## src/hdl/eas_pkg.sv

```systemverilog
`default_nettype none

package eas_pkg;

  localparam int unsigned ModeW      = 3;
  localparam int unsigned CoordW     = 32;
  localparam int unsigned NumCoords  = 3;
  localparam int unsigned SampleW    = 32;
  localparam int unsigned SampleFrac = 30;

  // pipeline stages, in order
  localparam int unsigned NumStages = 6;
  localparam int unsigned StPrep    = 0;
  localparam int unsigned StSquare  = 1;
  localparam int unsigned StMix     = 2;
  localparam int unsigned StEase    = 3;
  localparam int unsigned StScale   = 4;
  localparam int unsigned StOut     = 5;

  typedef logic [NumStages-1:0] stage_en_t;
  typedef logic signed [CoordW-1:0] coord_t;

  typedef enum logic [ModeW-1:0] {
    MODE_LINEAR  = 3'd0,
    MODE_IN      = 3'd1,
    MODE_OUT     = 3'd2,
    MODE_IN_OUT  = 3'd3,
    MODE_BOUNCE  = 3'd4,
    MODE_ELASTIC = 3'd5
  } mode_e;

endpackage

`default_nettype wire

```

## src/hdl/eas_rom.sv

```systemverilog
`default_nettype none

module eas_rom import eas_pkg::*; #(
  parameter int unsigned TableDepth = 256
) (
  input  wire logic                             clk_i,
  input  wire logic                             en_i,
  input  wire logic [$clog2(TableDepth)-1:0]    idx_i,
  output logic signed [SampleW-1:0]             lo_o,
  output logic signed [SampleW-1:0]             hi_o
);

  localparam int unsigned IdxW      = $clog2(TableDepth);
  localparam int unsigned EvenDepth = (TableDepth + 1) / 2;
  localparam int unsigned OddDepth  = TableDepth / 2;
  localparam int unsigned EvenW     = $clog2(EvenDepth);
  localparam int unsigned OddW      = $clog2(OddDepth);

  localparam longint unsigned TblD1    = 64'(TableDepth - 1);
  localparam longint unsigned TblMod   = 12 * TblD1;
  localparam longint unsigned Q30      = 64'd1 << 30;
  localparam longint unsigned TwoPiQ30 = 64'd6746518852;
  localparam longint unsigned Ln2Q30   = 64'd744261118;

  // sample i of -(2^(10(x-1)) * sin(2pi(x-1.075)/0.3)), Q2.30, built at elaboration
  function automatic logic signed [SampleW-1:0] elastic_sample(input longint unsigned i);
    longint unsigned ph;
    longint unsigned quad;
    longint unsigned r;
    longint unsigned q;
    longint unsigned x;
    longint unsigned x2;
    longint unsigned term;
    longint unsigned k;
    longint unsigned fr;
    longint unsigned y;
    longint unsigned ex;
    longint          s;
    longint          prod;
    ph   = (((40 * i + 5 * TblD1) % TblMod) << 32) / TblMod;
    quad = (ph >> 30) & 64'd3;
    r    = ph & (Q30 - 1);
    q    = quad[0] ? (Q30 - r) : r;
    x    = (q * TwoPiQ30) >> 32;
    x2   = (x * x) >> 30;
    term = Q30;
    term = Q30 - ((x2 * term) >> 30) / 110;
    term = Q30 - ((x2 * term) >> 30) / 72;
    term = Q30 - ((x2 * term) >> 30) / 42;
    term = Q30 - ((x2 * term) >> 30) / 20;
    term = Q30 - ((x2 * term) >> 30) / 6;
    term = (x * term) >> 30;
    s    = quad[1] ? -longint'(term) : longint'(term);
    k    = (10 * i) / TblD1;
    fr   = (((10 * i) % TblD1) << 30) / TblD1;
    y    = (fr * Ln2Q30) >> 30;
    term = Q30;
    term = Q30 + ((y * term) >> 30) / 10;
    term = Q30 + ((y * term) >> 30) / 9;
    term = Q30 + ((y * term) >> 30) / 8;
    term = Q30 + ((y * term) >> 30) / 7;
    term = Q30 + ((y * term) >> 30) / 6;
    term = Q30 + ((y * term) >> 30) / 5;
    term = Q30 + ((y * term) >> 30) / 4;
    term = Q30 + ((y * term) >> 30) / 3;
    term = Q30 + ((y * term) >> 30) / 2;
    term = Q30 + ((y * term) >> 30) / 1;
    ex   = term >> (10 - k);
    prod = longint'(ex) * s;
    return SampleW'(-((prod + (64'sd1 <<< 29)) >>> 30));
  endfunction

  // even and odd banks: a pair of neighbours always sits one in each
  logic signed [SampleW-1:0] even_rom [EvenDepth];
  logic signed [SampleW-1:0] odd_rom  [OddDepth];

  for (genvar j = 0; j < EvenDepth; j++) begin : g_even
    assign even_rom[j] = elastic_sample(64'(2 * j));
  end

  for (genvar j = 0; j < OddDepth; j++) begin : g_odd
    assign odd_rom[j] = elastic_sample(64'(2 * j + 1));
  end

  logic [EvenW-1:0]          even_addr;
  logic [OddW-1:0]           odd_addr;
  logic signed [SampleW-1:0] even_q;
  logic signed [SampleW-1:0] odd_q;
  logic                      swap_q;

  assign even_addr = EvenW'(idx_i[IdxW-1:1]) + EvenW'(idx_i[0]);
  assign odd_addr  = idx_i[1 +: OddW];

  always_ff @(posedge clk_i) begin
    if (en_i) begin
      even_q <= even_rom[even_addr];
      odd_q  <= odd_rom[odd_addr];
      swap_q <= idx_i[0];
    end
  end

  assign lo_o = swap_q ? odd_q : even_q;
  assign hi_o = swap_q ? even_q : odd_q;

endmodule

`default_nettype wire

```

## src/hdl/eas_curve.sv

```systemverilog
`default_nettype none

module eas_curve import eas_pkg::*; #(
  parameter int unsigned FracBits   = 16,
  parameter int unsigned TableDepth = 256
) (
  input  wire logic                      clk_i,
  input  wire stage_en_t                 en_i,
  input  wire logic [ModeW-1:0]          mode_i,
  input  wire logic [FracBits:0]         progress_i,
  output logic signed [FracBits+1:0]     eased_o
);

  localparam int unsigned OpW   = FracBits + 2;
  localparam int unsigned SqW   = 2 * OpW;
  localparam int unsigned WideW = FracBits + 5;
  localparam int unsigned IdxW  = $clog2(TableDepth);
  localparam int unsigned PW    = FracBits + 1 + IdxW;
  localparam int unsigned ProdW = SampleW + FracBits + 2;
  localparam int unsigned ValW  = SampleW + 2;
  localparam int unsigned Drop  = SampleFrac - FracBits;

  localparam logic [FracBits:0] One   = {1'b1, {FracBits{1'b0}}};
  localparam logic [FracBits:0] Half  = One >> 1;
  localparam logic [FracBits:0] Off3q = One - (One >> 2);
  localparam logic [FracBits:0] Off15 = One - (One >> 4);
  localparam logic [FracBits:0] Off63 = One - (One >> 6);

  localparam logic [WideW-1:0] K4  = WideW'(4) << FracBits;
  localparam logic [WideW-1:0] K6  = WideW'(6) << FracBits;
  localparam logic [WideW-1:0] K8  = WideW'(8) << FracBits;
  localparam logic [WideW-1:0] K9  = WideW'(9) << FracBits;
  localparam logic [WideW-1:0] K10 = WideW'(10) << FracBits;
  localparam logic [WideW-1:0] K21 = WideW'(21) << FracBits;

  localparam logic [SqW:0] RndHalf = (SqW + 1)'(1) << (FracBits - 2);
  localparam logic [SqW:0] RndOne  = (SqW + 1)'(1) << (FracBits - 1);
  localparam logic [SqW:0] RndB4   = (SqW + 1)'(1) << (FracBits + 3);
  localparam logic [SqW:0] RndB6   = (SqW + 1)'(1) << (FracBits + 5);

  localparam logic signed [ProdW-1:0] HalfP  = ProdW'(1) << (FracBits - 1);
  localparam logic signed [ValW-1:0]  HalfV  = ValW'(1) << (Drop - 1);
  localparam logic signed [ValW-1:0]  OneV   = ValW'(One);
  localparam logic signed [ValW-1:0]  NegOne = -ValW'(One);

  typedef enum logic [2:0] {
    KIND_LIN = 3'b001,
    KIND_SQR = 3'b010,
    KIND_ELA = 3'b100
  } kind_e;

  typedef enum logic [1:0] {
    SH_HALF = 2'd0,
    SH_ONE  = 2'd1,
    SH_B4   = 2'd2,
    SH_B6   = 2'd3
  } shift_e;

  typedef enum logic [1:0] {
    OFF_NONE = 2'd0,
    OFF_3Q   = 2'd1,
    OFF_15   = 2'd2,
    OFF_63   = 2'd3
  } off_e;

  // ---- prep: clamp t, pick the value to square, ROM index ----
  logic [FracBits:0] t;
  logic [FracBits:0] u;
  logic [WideW-1:0]  t11;
  logic [WideW-1:0]  t22;
  logic [WideW-1:0]  d6;
  logic [WideW-1:0]  d9;
  logic [WideW-1:0]  d21;
  logic [PW-1:0]     p;
  kind_e             kind;
  shift_e            sh;
  off_e              off;
  logic              inv;
  logic [OpW-1:0]    op;

  assign t   = (progress_i > One) ? One : progress_i;
  assign u   = One - t;
  assign t11 = (WideW'(t) << 3) + (WideW'(t) << 1) + WideW'(t);
  assign t22 = t11 << 1;
  assign d6  = (t11 >= K6) ? t11 - K6 : K6 - t11;
  assign d9  = (t11 >= K9) ? t11 - K9 : K9 - t11;
  assign d21 = (t22 >= K21) ? t22 - K21 : K21 - t22;
  assign p   = PW'(t) * PW'(TableDepth - 1);

  always_comb begin
    kind = KIND_LIN;
    sh   = SH_ONE;
    off  = OFF_NONE;
    inv  = 1'b0;
    op   = '0;
    unique case (mode_i)
      MODE_IN: begin
        kind = KIND_SQR;
        op   = OpW'(t);
      end
      MODE_OUT: begin
        kind = KIND_SQR;
        op   = OpW'(u);
        inv  = 1'b1;
      end
      MODE_IN_OUT: begin
        kind = KIND_SQR;
        sh   = SH_HALF;
        if (t < Half) begin
          op = OpW'(t);
        end else begin
          op  = OpW'(u);
          inv = 1'b1;
        end
      end
      MODE_BOUNCE: begin
        kind = KIND_SQR;
        sh   = SH_B4;
        if (t11 < K4) begin
          op = OpW'(t11);
        end else if (t11 < K8) begin
          op  = OpW'(d6);
          off = OFF_3Q;
        end else if (t11 < K10) begin
          op  = OpW'(d9);
          off = OFF_15;
        end else begin
          op  = OpW'(d21);
          sh  = SH_B6;
          off = OFF_63;
        end
      end
      MODE_ELASTIC: begin
        // the end points are exact, not read from the table
        if (t != '0 && t != One) begin
          kind = KIND_ELA;
        end
      end
      default: begin
        kind = KIND_LIN;
      end
    endcase
  end

  kind_e               kind_a_q;
  shift_e              sh_a_q;
  off_e                off_a_q;
  logic                inv_a_q;
  logic [OpW-1:0]      op_a_q;
  logic [FracBits:0]   t_a_q;
  logic [IdxW-1:0]     idx_a_q;
  logic [FracBits-1:0] fr_a_q;

  always_ff @(posedge clk_i) begin
    if (en_i[StPrep]) begin
      kind_a_q <= kind;
      sh_a_q   <= sh;
      off_a_q  <= off;
      inv_a_q  <= inv;
      op_a_q   <= op;
      t_a_q    <= t;
      idx_a_q  <= p[FracBits +: IdxW];
      fr_a_q   <= p[FracBits-1:0];
    end
  end

  // ---- square and table read ----
  kind_e               kind_b_q;
  shift_e              sh_b_q;
  off_e                off_b_q;
  logic                inv_b_q;
  logic [SqW-1:0]      sq_b_q;
  logic [FracBits:0]   t_b_q;
  logic [FracBits-1:0] fr_b_q;

  always_ff @(posedge clk_i) begin
    if (en_i[StSquare]) begin
      kind_b_q <= kind_a_q;
      sh_b_q   <= sh_a_q;
      off_b_q  <= off_a_q;
      inv_b_q  <= inv_a_q;
      sq_b_q   <= op_a_q * op_a_q;
      t_b_q    <= t_a_q;
      fr_b_q   <= fr_a_q;
    end
  end

  logic signed [SampleW-1:0] lo;
  logic signed [SampleW-1:0] hi;

  eas_rom #(
    .TableDepth (TableDepth)
  ) u_rom (
    .clk_i (clk_i),
    .en_i  (en_i[StSquare]),
    .idx_i (idx_a_q),
    .lo_o  (lo),
    .hi_o  (hi)
  );

  // ---- round the square, weight the table step ----
  logic [SqW:0]               sq_x;
  logic [SqW:0]               rnd_sel;
  logic [FracBits:0]          rnd;
  logic [FracBits:0]          off_val;
  logic [FracBits:0]          eq;
  logic signed [SampleW:0]    step;
  logic signed [FracBits:0]   frs;
  logic signed [ProdW-1:0]    prod;

  assign sq_x = {1'b0, sq_b_q};

  always_comb begin
    case (sh_b_q)
      SH_HALF: rnd_sel = (sq_x + RndHalf) >> (FracBits - 1);
      SH_ONE:  rnd_sel = (sq_x + RndOne) >> FracBits;
      SH_B4:   rnd_sel = (sq_x + RndB4) >> (FracBits + 4);
      SH_B6:   rnd_sel = (sq_x + RndB6) >> (FracBits + 6);
      default: rnd_sel = '0;
    endcase
    case (off_b_q)
      OFF_3Q:  off_val = Off3q;
      OFF_15:  off_val = Off15;
      OFF_63:  off_val = Off63;
      default: off_val = '0;
    endcase
  end

  assign rnd  = rnd_sel[FracBits:0];
  assign eq   = inv_b_q ? One - rnd : rnd + off_val;
  assign step = $signed({hi[SampleW-1], hi}) - $signed({lo[SampleW-1], lo});
  assign frs  = $signed({1'b0, fr_b_q});
  assign prod = step * frs;

  kind_e                     kind_c_q;
  logic [FracBits:0]         t_c_q;
  logic [FracBits:0]         eq_c_q;
  logic signed [SampleW-1:0] lo_c_q;
  logic signed [ProdW-1:0]   prod_c_q;

  always_ff @(posedge clk_i) begin
    if (en_i[StMix]) begin
      kind_c_q <= kind_b_q;
      t_c_q    <= t_b_q;
      eq_c_q   <= eq;
      lo_c_q   <= lo;
      prod_c_q <= prod;
    end
  end

  // ---- finish the elastic sample, pick the result ----
  logic signed [ProdW-1:0]    prod_r;
  logic signed [ProdW-1:0]    prod_s;
  logic signed [ValW-1:0]     val;
  logic signed [ValW-1:0]     e_r;
  logic signed [ValW-1:0]     e_s;
  logic signed [ValW-1:0]     e_cl;
  logic signed [FracBits+1:0] eased;

  assign prod_r = prod_c_q + HalfP;
  assign prod_s = prod_r >>> FracBits;
  assign val    = ValW'(prod_s) + $signed({{2{lo_c_q[SampleW-1]}}, lo_c_q});
  assign e_r    = val + HalfV;
  assign e_s    = e_r >>> Drop;

  always_comb begin
    if (e_s > OneV) begin
      e_cl = OneV;
    end else if (e_s < NegOne) begin
      e_cl = NegOne;
    end else begin
      e_cl = e_s;
    end
    case (kind_c_q)
      KIND_SQR: eased = $signed({1'b0, eq_c_q});
      KIND_ELA: eased = e_cl[FracBits+1:0];
      default:  eased = $signed({1'b0, t_c_q});
    endcase
  end

  logic signed [FracBits+1:0] eased_d_q;

  always_ff @(posedge clk_i) begin
    if (en_i[StEase]) begin
      eased_d_q <= eased;
    end
  end

  assign eased_o = eased_d_q;

endmodule

`default_nettype wire

```

## config.mk

```make
export PLATFORM = sky130hd
export DESIGN_NAME = eas_curve
export DESIGN_NICKNAME = d
export VERILOG_FILES = /design/src/hdl/eas_pkg.sv /design/src/hdl/eas_rom.sv /design/src/hdl/eas_curve.sv
export SDC_FILE = /design/constraint.sdc
export NUM_CORES = 2
export LEC_CHECK = 0
export ABC_AREA = 1
export ABC_CLOCK_PERIOD_IN_PS = 19500
export BUFFER_PORTS_ARGS = -buffer_cell sky130_fd_sc_hd__buf_2
export CAP_MARGIN = 20
export CORE_ASPECT_RATIO = 0.8
export CORE_MARGIN = 2
export CORE_UTILIZATION = 30
export CTS_BUF_LIST = sky130_fd_sc_hd__clkbuf_8
export DETAILED_ROUTE_END_ITERATION = 10
export SYNTH_ARGS = -nofsm -noshare
export SYNTH_HDL_FRONTEND = slang
export SYNTH_HIERARCHICAL = 1
export SYNTH_SLANG_ARGS = --single-unit
```

## constraint.sdc

```tcl
create_clock -name clk_i -period 19.5 [get_ports clk_i]
set_input_delay 1.95 -clock clk_i [delete_from_list [all_inputs] [get_ports clk_i]]
set_output_delay 1.95 -clock clk_i [all_outputs]
set_load 0.005 [all_outputs]
```

==> Word-level counts from Yosys, hierarchy flattened <==
Memory sizes are Yosys's and may differ from the RTL's. A register that Yosys moved wholly into a read port is not among the register bits.
Cells that the tools add are included.
{ "totals": {"word_cells": 107, "out_inout_bits": 18, "rom_bits": 8192, "input_bits": 27, "ff_bits": 282, "mem_count": 2} }
{ "op_classes": {"multipliers": 3, "addsub": 20, "bitwise_logic": 3, "n_eq_ne": 14, "reduce_logical": 6, "n_mux": 26, "magnitude_cmp": 10} }
{ "memory_table": {"columns": ["memory", "depth", "width", "rd", "rd_ports_with_merged_regs", "wr", "line", "rtl"], "rows": [
  ["(no name shown)", 128, 32, 1, 1, 0, "eas_rom.sv:96", "even_q <= even_rom[even_addr];"],
  ["(no name shown)", 128, 32, 1, 1, 0, "eas_rom.sv:97", "odd_q <= odd_rom[odd_addr];"]
]} }
{ "op_table": {"columns": ["operator", "count"], "rows": [
  ["two-way mux 18 bit", 8],
  ["one-hot mux 18 bit (4 select lines)", 1],
  ["one-hot mux 17 bit (4 select lines)", 1],
  ["two-way mux 32 bit", 2],
  ["two-way mux 17 bit", 3],
  ["adder 50 x 17 -> 50 bit (second input constant)", 1],
  ["multiplier 33 x 17 -> 50 bit", 1],
  ["one-hot mux 16 bit (3 select lines)", 1],
  ["< comparator 21 x 20 -> 1 bit (second input constant)", 2],
  ["adder 36 x 20 -> 37 bit (second input constant)", 1],
  ["adder 36 x 22 -> 37 bit (second input constant)", 1],
  ["multiplier 18 x 18 -> 36 bit", 1],
  ["one-hot mux 18 bit (2 select lines)", 1],
  ["subtractor 17 x 18 -> 18 bit (first input constant)", 2],
  ["subtractor 18 x 17 -> 18 bit (second input constant)", 2],
  ["adder 34 x 15 -> 34 bit (second input constant)", 1],
  ["adder 34 x 32 -> 34 bit", 1],
  ["subtractor 17 bit (first input constant)", 2],
  ["adder 33 x 16 -> 33 bit (second input constant)", 1],
  ["subtractor 32 x 32 -> 33 bit", 1],
  ["adder 32 x 15 -> 32 bit (second input constant)", 1],
  ["multiplier 17 x 8 -> 24 bit (second input constant)", 1],
  ["adder 20 x 18 -> 21 bit", 1],
  ["adder 21 x 17 -> 21 bit", 1],
  ["31 further kinds", 44]
]} }

==> Depth between registers and ports, before layout <==
{ "logic_depth": {"ltp_word": 10, "mapped_depth": 44, "ltp_nobuf": 42} }

==> By module <==
Netlist, hierarchy kept.
{ "by_module_without_submodules": {"columns": ["module", "seq_area_each_um2", "n_inst", "cells_each", "area_per_inst_um2"], "rows": [
  ["eas_curve", 7507.2, 1, 6106, 49573.8],
  ["eas_rom", 1891.8, 1, 2184, 11578.6]
]} }

==> Least setup slack after synthesis <==
OpenSTA, ideal clock, no wires.
{ "synth_path": {"path_kind": "register to register", "startpoint": "reg u_rom.swap_q", "endpoint": "reg prod_c_q[43], data pin", "path_buffers": 4, "stages_incl_launch_ff": 39, "required_ps": 19238, "synth_period_minus_slack_ps": 8269, "setup_time_ps": 262, "setup_slack_ps": 11231, "arrival_time_ps": 8007, "path_cell_list": "edfxtp_1 -> clkbuf_1 -> clkbuf_1 -> clkbuf_1 -> a21oi_1 -> inv_1 -> ha_1 -> fa_1 -> nand3b_1 -> nand2_1 -> a21oi_1 -> o21ai_1 -> nand2_1 -> o21bai_1 -> nand2_1 -> nand2_1 -> or2_2 -> nand2_1 -> (+3 left out) -> fa_1 -> fa_1 -> fa_1 -> inv_1 -> fa_1 -> fa_1 -> inv_1 -> fa_1 -> inv_1 -> ha_1 -> a21oi_1 -> o21ai_0 -> a211oi_1 -> o21ai_0 -> a21oi_1 -> o21ai_0 -> a211oi_1 -> xnor2_1"} }
{ "synth_via": {"elab_chain_cells": 3, "elab_cells_between_ends": 4, "classes_between": "1 x add/sub; 1 x mul; 2 x mux"} }
{ "synth_rtl": {"columns": ["item", "line", "rtl"], "rows": [
  ["from (decl)", "eas_rom.sv:89", "logic swap_q;"],
  ["from (signal assigned)", "eas_rom.sv:98", "swap_q <= idx_i[0];"],
  ["two-way mux 32 bit", "eas_rom.sv:103", "assign hi_o = swap_q ? even_q : odd_q;"],
  ["net hi[0]", "eas_curve.sv:189", "logic signed [SampleW-1:0] hi;"],
  ["subtractor 32 x 32 -> 33 bit", "eas_curve.sv:231", "assign step = $signed({hi[SampleW-1], hi}) - $signed({lo[SampleW-1], lo});"],
  ["multiplier 33 x 17 -> 50 bit", "eas_curve.sv:233", "assign prod = step * frs;"],
  ["net prod[43]", "eas_curve.sv:209", "logic signed [ProdW-1:0] prod;"],
  ["to (signal assigned)", "eas_curve.sv:247", "prod_c_q <= prod;"],
  ["to (decl)", "eas_curve.sv:239", "logic signed [ProdW-1:0] prod_c_q;"]
]} }
The timed path passes the listed nets, and every way through them passes these cells.
A chain may end at the register's enable or synchronous reset.

==> Final worst setup path <==
{ "layout_path": {"startpoint": "reg u_rom.swap_q", "endpoint": "reg prod_c_q[44], data pin"} }
{ "layout_via": {"elab_chain_cells": 3, "elab_cells_between_ends": 4, "classes_between": "1 x add/sub; 1 x mul; 2 x mux"} }
{ "layout_rtl": {"columns": ["item", "line", "rtl"], "rows": [
  ["two-way mux 32 bit", "eas_rom.sv:102", "assign lo_o = swap_q ? odd_q : even_q;"],
  ["net lo[0]", "eas_curve.sv:188", "logic signed [SampleW-1:0] lo;"],
  ["subtractor 32 x 32 -> 33 bit", "eas_curve.sv:231", null],
  ["multiplier 33 x 17 -> 50 bit", "eas_curve.sv:233", null],
  ["net prod[44]", "eas_curve.sv:209", null]
]} }
The timed path passes the listed nets, and every way through them passes these cells.

==> flow_metrics.tcl <==
set metrics [dict create \
    status "finished clean" \
    core-area_sq_um 203000 \
    ant_nets 0 \
    clockRootBuffer "clkbuf_8" \
    drc 0 \
    crit_slowest_cell "nand3b_1" \
    dp_hpwl_mm 172 \
    synthTopCellsByArea "fa_1 26%, edfxtp_1 15%, nand2_1 13%, inv_1 10%, ha_1 9.6%" \
    synth_commonest_cells "2037 x nand2_1, 1631 x inv_1, 808 x fa_1, 695 x nor2_1, 600 x nand3_1" \
    rsz0062_at_grt "false" \
    overflow 0 \
    synth_fp_nets 9592 \
    synth.most_common_cell "nand2_1" \
    die_width_microns 509 \
    synth_cells 8290 \
    synth_flop_cell "edfxtp_1" \
    syn-mean-instance-area_sq_um 7.38 \
    drt-pass1-iter-count 9 \
    grt_antenna_before_repair 3 \
    synth-edff-count 313 \
    fp-row-count 148 \
    cts_made_buffers 52 \
    cts_sinks 313 \
    post-place-ws_ns 9.08 \
    grt_pass1_vias 55300 \
    final_area_sq_um 65200 \
    endpoint_kind "flop" \
    setup_viol 0 \
    grtUsageMet3 0.0507 \
    htree_levels 2 \
    drive_gt1_frac 0.0503 \
    layout.cells.non_filler 10900 \
    use_met1 0.310 \
    async_flop_share 0 \
    crit_top_cell "nand2_1" \
    first_iter_violations 6217 \
    dp_cells 10800 \
    pin_count 45 \
    synth_seq_cells 313 \
    syn_area_sq_um 61200 \
    yosys_warnings 6 \
    slew_viol_final 0 \
    gr-usage-met2 0.305 \
    clk_pin_slew_ns 0.07 \
    path_class "flop to flop" \
    viasPerCell 5.09 \
    fp.dieArea_sq_um 207000 \
    area_growth_pct 6.54 \
    max_cap_viol_count 0 \
    fin_crit_ns 10.50 \
    hold_buffers 0 \
    fin_ws_ns 9.00 \
    cts_tree "yes" \
    worstPathRequired_ns 19.98 \
    fmax_mhz 95.2 \
    vias 55600 \
    gp_congestion 0.966 \
    wire_per_inst_microns 20.1 \
    cts_resized 0 \
    dpl-instance-area_sq_um 64100 \
    cts_buffer_depth 3 \
    die_h_microns 408 \
    worst_slew_margin_rel 0.266 \
    tightest_slew_ns 1.09 \
    io_buffers 42 \
    grt_usage 0.210 \
    seq_area_frac_synth 0.154 \
    grt_pass1_wl_mm 338 \
    yosys.area.top_type "fa_1" \
    grt_max_degree 85 \
    hold_class "flop to flop" \
    fin_crit_sh 0.539 \
    synth_top_area_frac 0.265 \
    crit_fanout 84 \
    hold_violations 0 \
    wl_mm 220 \
    synth_cell_type_count 67 \
    max_stage_delay_ns 0.70 \
    post_cts_buffers 0 \
    clk_latency_ns 0.66 \
    start_kind "flop" \
    antennaDiodeCount 0 \
    nets 9488 \
    start_util 0.301 \
    crit_arrival_ns 10.98 \
    setup_tns_ns 0 \
    final.setup_skew_ns 0.0601 \
    busiest_layer "met1" \
]
-- registers in the layout, indices dropped and copies added (netlist names), 3 cells and up --
register      cells
eased_o          18
eq_c_q           17
fr_a_q           15
fr_b_q           15
idx_a_q           8
kind_a_q          3
kind_b_q          3
kind_c_q          3
lo_c_q           32
op_a_q           18
prod_c_q         35
sq_b_q           22
t_a_q            17
t_b_q            17
t_c_q            17
u_rom/even_q     31
u_rom/odd_q      31
-- layout make-up --
class | instances | area, sq um
inverter | 1668 | 6270
clock inverter | 44 | 330
multi-input combinational | 6027 | 44200
timing repair buffer | 124 | 838
tap | 2700 | 3380
fill | 22000 | 138000
clock buffer | 52 | 716
sequential | 313 | 9400
-- metrics by stage --
step                hold WS [ns]  utilization
floorplan                  0.400            -
global placement           0.403        0.316
detailed placement         0.405        0.316
CTS                        0.344        0.321
global route               0.380        0.321
finish                     0.362        0.321
-- cells by family (layout without fill, tap and decap cells) --
group | count (synthesis) | in the layout | synth area share
and+or+nand+nor | 3659 | 3659 | 0.253
buffers and inverters | 1950 | 1888 | 0.124
adders and majority gates | 1275 | 1275 | 0.360
AOI/OAI and AO/OA | 924 | 924 | 0.0850
DFF | 313 | 313 | 0.154
xor gates and xnor gates | 168 | 168 | 0.0241
muxes | 1 | 1 | 0.000184
-- layer usage --
| metal | up-vias | wire, microns |
|---|---|---|
| met3 | 353 | 23600 |
| met4 | 4 | 5910 |
| met5 | - | 22 |
| met2 | 2655 | 89900 |
| met1 | 27000 | 100000 |
| li1 | 25600 | - |
-- worst paths after layout --
check,startpoint,to,slack (ns),depth (start not counted)
hold / removal,t_a_q[14],t_b_q[14],0.36,0
hold reg to reg,t_a_q[14],t_b_q[14],0.36,0
setup reg to reg,u_rom/swap_q,prod_c_q[44],9.00,41
setup / recovery,u_rom/swap_q,prod_c_q[44],9.00,41
-- critical path, delay by kind of cell, from the launching register on --
family / cells / cell delay [ns]
xor+xnor: 1 / 0.23
buf+inv: 7 / 1.24
fa+ha+maj: 9 / 4.13
simple gates: 19 / 3.16
flops: 1 / 0.32
compound gates: 5 / 1.18
-- placed cells by master (no fill, tap or decap), types with 111 or more instances in the layout --
master and instances:
edfxtp_1 313, nand2_1 2036, nand3_1 600, fa_1 808, inv_1 1638, a21oi_1 349, o21ai_0 347, xor2_1 111
nor2_1 694, ha_1 467
Power is not shown: default switching activity piles up to over one toggle a cycle in this logic, so the estimate is an artifact.
